`config.mk`:
```
export PLATFORM = sky130hd
export DESIGN_NAME = nopr_mul
export DESIGN_NICKNAME = d
export VERILOG_FILES = /design/src/hdl/nopr_pkg.sv /design/src/hdl/nopr_mul.sv
export SDC_FILE = /design/constraint.sdc
export NUM_CORES = 2
export LEC_CHECK = 0
export BUFFER_PORTS_ARGS = -buffer_cell sky130_fd_sc_hd__buf_2
export CORE_ASPECT_RATIO = 0.6
export CORE_MARGIN = 3
export CORE_UTILIZATION = 36
export DETAILED_ROUTE_END_ITERATION = 8
export GPL_TIMING_DRIVEN = 0
export PLACE_DENSITY = 0.48
export SLEW_MARGIN = 0
export SYNTH_ARGS = -nofsm -noshare
export SYNTH_HDL_FRONTEND = slang
export SYNTH_SLANG_ARGS = --single-unit
```
`constraint.sdc`:
```
create_clock -name i_clk -period 12.25 [get_ports i_clk]
set_clock_uncertainty 0.1 [all_clocks]
set_input_delay 1.225 -clock i_clk [delete_from_list [all_inputs] [get_ports i_clk]]
set_output_delay 1.225 -clock i_clk [all_outputs]
set_load 0.01 [all_outputs]
```
`src/hdl/nopr_pkg.sv`:
```
package nopr_pkg;

    localparam int unsigned WORD_W = 64;
    localparam int unsigned GAIN_W = 48;
    localparam int unsigned PEAK_W = 63;

    localparam logic [WORD_W-1:0] SMAX = 64'h7FFF_FFFF_FFFF_FFFF;
    localparam logic [WORD_W-1:0] SMIN = 64'h8000_0000_0000_0001;

    typedef enum logic [2:0] {
        REG_DISP_TO_ACC = 3'd0,
        REG_DISP_TO_VEL = 3'd1,
        REG_VEL_TO_ACC  = 3'd2,
        REG_DAMPING     = 3'd3,
        REG_INV_STIFF   = 3'd4,
        REG_SPARE5      = 3'd5,
        REG_SPARE6      = 3'd6,
        REG_SPARE7      = 3'd7
    } t_cfg_reg;

    typedef struct packed {
        logic              go;
        logic [WORD_W-1:0] x;
        logic [WORD_W-1:0] b;
        logic              sh56;
        logic              full;
    } t_mul_req;

    typedef struct packed {
        logic              done;
        logic [WORD_W-1:0] res;
    } t_mul_rsp;

endpackage

```
`src/hdl/nopr_mul.sv`:
```
module nopr_mul (
    input  logic               i_clk,
    input  logic               i_rst_n,
    input  nopr_pkg::t_mul_req i_req,
    output nopr_pkg::t_mul_rsp o_rsp
);

    localparam logic [2:0] CNT_FIN = 3'd5;

    logic                r_busy;
    logic [2:0]          r_cnt;
    logic                r_neg;
    logic                r_sh56;
    logic                r_full;
    logic [63:0]         r_ma;
    logic [63:0]         r_mb;
    logic [63:0]         r_pp;
    logic [1:0]          r_pp_sh;
    logic                r_pp_v;
    logic [127:0]        r_acc;
    logic                r_done;
    logic [63:0]         r_res;

    logic [31:0]         w_ah;
    logic [31:0]         w_bh;
    logic [63:0]         w_pp;
    logic [127:0]        w_add;
    logic [63:0]         w_rl;
    logic                w_rh_nz;
    logic                w_over;
    logic [63:0]         w_mag;

    assign w_ah = r_cnt[1] ? r_ma[63:32] : r_ma[31:0];
    assign w_bh = r_cnt[0] ? r_mb[63:32] : r_mb[31:0];
    assign w_pp = w_ah * w_bh;

    always_comb begin
        case (r_pp_sh)
            2'd0:    w_add = {64'd0, r_pp};
            2'd1:    w_add = {32'd0, r_pp, 32'd0};
            default: w_add = {r_pp, 64'd0};
        endcase
    end

    // round bit is preloaded into the accumulator, here only shift and clamp
    assign w_rl    = r_sh56 ? r_acc[119:56] : r_acc[87:24];
    assign w_rh_nz = r_sh56 ? (|r_acc[127:120]) : (|r_acc[127:88]);
    assign w_over  = w_rh_nz || (!r_full && w_rl[63]);
    assign w_mag   = w_over ? (r_full ? {64{1'b1}} : nopr_pkg::SMAX) : w_rl;

    always_ff @(posedge i_clk) begin
        if (!i_rst_n) begin
            r_busy <= 1'b0;
            r_cnt  <= 3'd0;
            r_pp_v <= 1'b0;
            r_done <= 1'b0;
        end else begin
            r_pp_v <= r_busy && !r_cnt[2];
            if (i_req.go) begin
                r_busy <= 1'b1;
                r_cnt  <= 3'd0;
                r_done <= 1'b0;
            end else if (r_busy) begin
                r_cnt <= r_cnt + 3'd1;
                if (r_cnt == CNT_FIN) begin
                    r_busy <= 1'b0;
                    r_done <= 1'b1;
                end else begin
                    r_done <= 1'b0;
                end
            end else begin
                r_done <= 1'b0;
            end
        end
    end

    always_ff @(posedge i_clk) begin
        if (i_req.go) begin
            r_neg  <= i_req.x[63];
            r_ma   <= i_req.x[63] ? (-i_req.x) : i_req.x;
            r_mb   <= i_req.b;
            r_sh56 <= i_req.sh56;
            r_full <= i_req.full;
            r_acc  <= i_req.sh56 ? (128'd1 << 55) : (128'd1 << 23);
        end else if (r_pp_v) begin
            r_acc <= r_acc + w_add;
        end
        r_pp    <= w_pp;
        r_pp_sh <= {1'b0, r_cnt[0]} + {1'b0, r_cnt[1]};
        if (r_busy && r_cnt == CNT_FIN) begin
            r_res <= r_neg ? (-w_mag) : w_mag;
        end
    end

    assign o_rsp.done = r_done;
    assign o_rsp.res  = r_res;

endmodule

```
==> run_results.csv <==
group,metric,value,unit
timing,max_freq,82.4,MHz
synthesis,netlist_area,59600,sq um
synthesis,synth_area_per_cell,8.88,sq um
clocking,clkTransAtPathRegs,60,ps
grt,grt_max_degree,82,
detailed_routing,wire_per_inst,33.8,um
detailed_routing,drt-pass1-iter-count,8,
timing,setup_viol,0,
floorplan,core_area,163000,sq um
synthesis,ys_types,79,
cells_and_area,fillerInstances,16700,
setup_path,cp_max_fo,10,
floorplan,die_height,321,um
synthesis,syn_inst,6710,
outcome,failed_checks,"max-capacitance violations, max-slew violations",
detailed_routing,drc,0,
clocking,ctsHtreeMaxLevel,2,
min_path,hold_path_class,"flop to flop",
timing,period_share,99.0,%
setup_path,critPathMaxStageDelay,1100,ps
grt,antenna_found_initial,48,
synthesis,synth_ff_type,"edfxtp_1",
job,drv_cap,8,
timing,rsz0062_at_grt,"no",
floorplan,rows,114,
detailed_routing,drt-total-wl,313,mm
clocking,clk_latency,700,ps
grt,track_usage,36.3,%
synthesis,yosys_warnings,0,
clocking,clockBufferDepth,3,
placement,gp_congestion,1.04,
clocking,cts_hold_buf,0,
synthesis,synth_fp_nets,8134,
timing,min_period,12130,ps
setup_path,critPathBufInv,6,
cells_and_area,final_area,65800,sq um
timing,hold_viol,0,
timing,worst_slew_pin_slew,1580,ps
detailed_routing,via_count,53600,
timing,holdWs,378,ps
cells_and_area,final_cells,9247,
clocking,cts_buffers,48,
setup_path,cp-end-kind,"flop",
cells_and_area,syn2layout_area_growth,10.4,%
detailed_routing,via_per_inst,5.79,
floorplan,die_w,531,um
clocking,cts_tree,"done",
placement,place_inst,9145,
cells_and_area,ff_latch_area,11100,sq um
setup_path,cpMostUsedCell,"fa_1",
setup_path,start_kind,"flop",
placement,placed_area,64000,sq um
setup_path,critPathKind,"flop to flop",
synthesis,synth_seq_area_share,18.7,%
floorplan,dieArea,171000,sq um
grt,grt.overflow.total,0,
placement,place_hpwl,269,mm
cells_and_area,nets,8416,
grt,grt_pass1_wl,423,mm
grt,grt_pass1_vias,51400,
setup_path,slowest_stage,"mux2i_1",
floorplan,start_util,36.6,%
placement,portBuffers,197,
timing,maxSlewHeadroom,-5.65,%
detailed_routing,ant_nets,0,
cells_and_area,drive_gt1_share,7.62,%
clocking,cts_sinks,395,
setup_path,critPathRequiredTime,12730,ps
clocking,cts-root-buf,"clkbuf_16",
synthesis,ys_ff_latch,395,
synthesis,synth-edff-count,323,
detailed_routing,drtIter0Drc,7182,
timing,slew_violations,66,
synthesis,async_flop_share,0,%
cells_and_area,multi_input_area,44000,sq um
setup_path,cp_data_arrival_time,12610,ps
outcome,status,"finished with violations",
floorplan,ioPinCount,198,
setup_path,cp_top_family,"adder cells",
worst reg2reg max path, cell delays in order (launching register included):
cell	delay, ps
dfxtp_1	330
clkbuf_1	300
clkbuf_1	780
mux2i_1	1110
clkbuf_1	990
nor2_1	170
fa_1	520
fa_1	570
inv_1	70
fa_1	560
fa_1	440
fa_1	540
inv_1	50
fa_1	520
fa_1	450
fa_1	520
ha_1	310
clkbuf_1	280
nand2_1	80
o21ai_0	380
o21ai_0	250
a211oi_2	830
o21ai_0	210
nor2_1	610
a211oi_1	380
o21ai_0	470
nand4_1	150
o311ai_0	110
stage by stage:
step                setup TNS [ps]  util, %  setup WS (ps)
floorplan                        0        -           3590
global placement            -25650     38.9          -1550
detailed placement           -9760     39.3          -1050
CTS                              0     40.3           16.1
global route                     0     40.4           2.21
finish                           0     40.4            120
registers in the layout, indices dropped and copies added, names as in the netlist:
signal	flops
r_cnt	3
r_busy	1
r_mb	64
r_pp_sh	2
r_acc	128
r_neg	1
r_pp_v	1
r_res	64
r_pp	64
r_done	1
r_full	1
r_ma	64
r_sh56	1
path summary, 6_finish.rpt:
check | from | to | slack [ps] | depth (start not counted)
max | r_cnt[1] | r_pp[61] | 120 | 27
min | r_cnt[2] | r_pp_v | 380 | 1
min reg2reg | r_cnt[2] | r_pp_v | 380 | 1
max reg2reg | r_cnt[1] | r_pp[61] | 120 | 27
cell type report:
type / instances / share of cell area (%)
Clock buffer: 62 / 2.00
Sequential cell: 395 / 16.9
Buffer: 326 / 2.00
Timing Repair Buffer: 234 / 2.29
Clock inverter: 27 / 0.416
Tap cell: 2204 / 4.19
Antenna cell: 12 / 0.0456
Multi-Input combinational cell: 5063 / 66.9
Inverter: 924 / 5.27
synth_stat cells (38+ instances only):
cell / instances / area share [%]
o21bai_1: 56 / 0.71
a21o_1: 77 / 0.97
mux2_2: 86 / 1.6
a21oi_1: 318 / 2.7
nand4_1: 97 / 1.0
nand3_1: 43 / 0.36
nor3_1: 101 / 0.85
dfxtp_1: 72 / 2.4
mux2i_1: 141 / 2.4
ha_1: 394 / 8.3
nand2_1: 761 / 4.8
nor2_1: 949 / 6.0
xnor2_1: 184 / 2.7
o21ai_0: 269 / 2.3
o21a_1: 38 / 0.48
fa_1: 897 / 30
inv_1: 924 / 5.8
xor2_1: 74 / 1.1
edfxtp_1: 323 / 16
and2_1: 82 / 0.86
clkbuf_1: 302 / 1.9
cell usage in the layout (no fill, tap or decap), types with 31 or more instances in the layout:
cell and instances:
nor2_1 949, inv_1 923, fa_1 897, nand2_1 761, ha_1 394, edfxtp_1 323
a21oi_1 318, clkbuf_1 271, o21ai_0 266, buf_2 208, xnor2_1 184, mux2i_1 102
nor3_1 101, nand4_1 97, mux2_2 86, and2_1 82, a21o_1 77, xor2_1 74
dfxtp_1 72, o21bai_1 56, clkbuf_16 49, nand3_1 43, o21a_1 38, nand2b_1 35
o31ai_1 34, nor2b_1 34, mux2i_2 33, clkbuf_2 32, nor4_1 31
cells by family (layout without fill, tap and decap cells):
logic type               Yosys count  after routing  synth area share [%]
XOR/XNOR                         258            258                  3.79
AND/OR/NAND/NOR                 2273           2273                  16.6
AO/OA/AOI/OAI                   1006           1006                  10.4
other                              0             12                     0
flip-flops                       395            395                  18.7
multiplexers                     235            235                  4.14
buffers and inverters           1252           1573                  7.91
adder cells (fa/ha/maj)         1291           1291                  38.4
repair_timing:
item | CTS | global route
buffers inserted | 0 | 0
resized for setup | 16 | 65
pin swaps | 0 | 0
endpoints found under the setup margin | 21 | 13
metal layers:
metal,up-vias,track usage (%),wire length [um]
li1,22500,-,-
met1,27500,57.4,151000
met2,3349,38.8,98700
met3,269,23.6,57600
met4,16,5.23,5040
met5,-,2.61,716
Power is not shown: default switching activity piles up to over one toggle a cycle in this logic, so the estimate is an artifact.
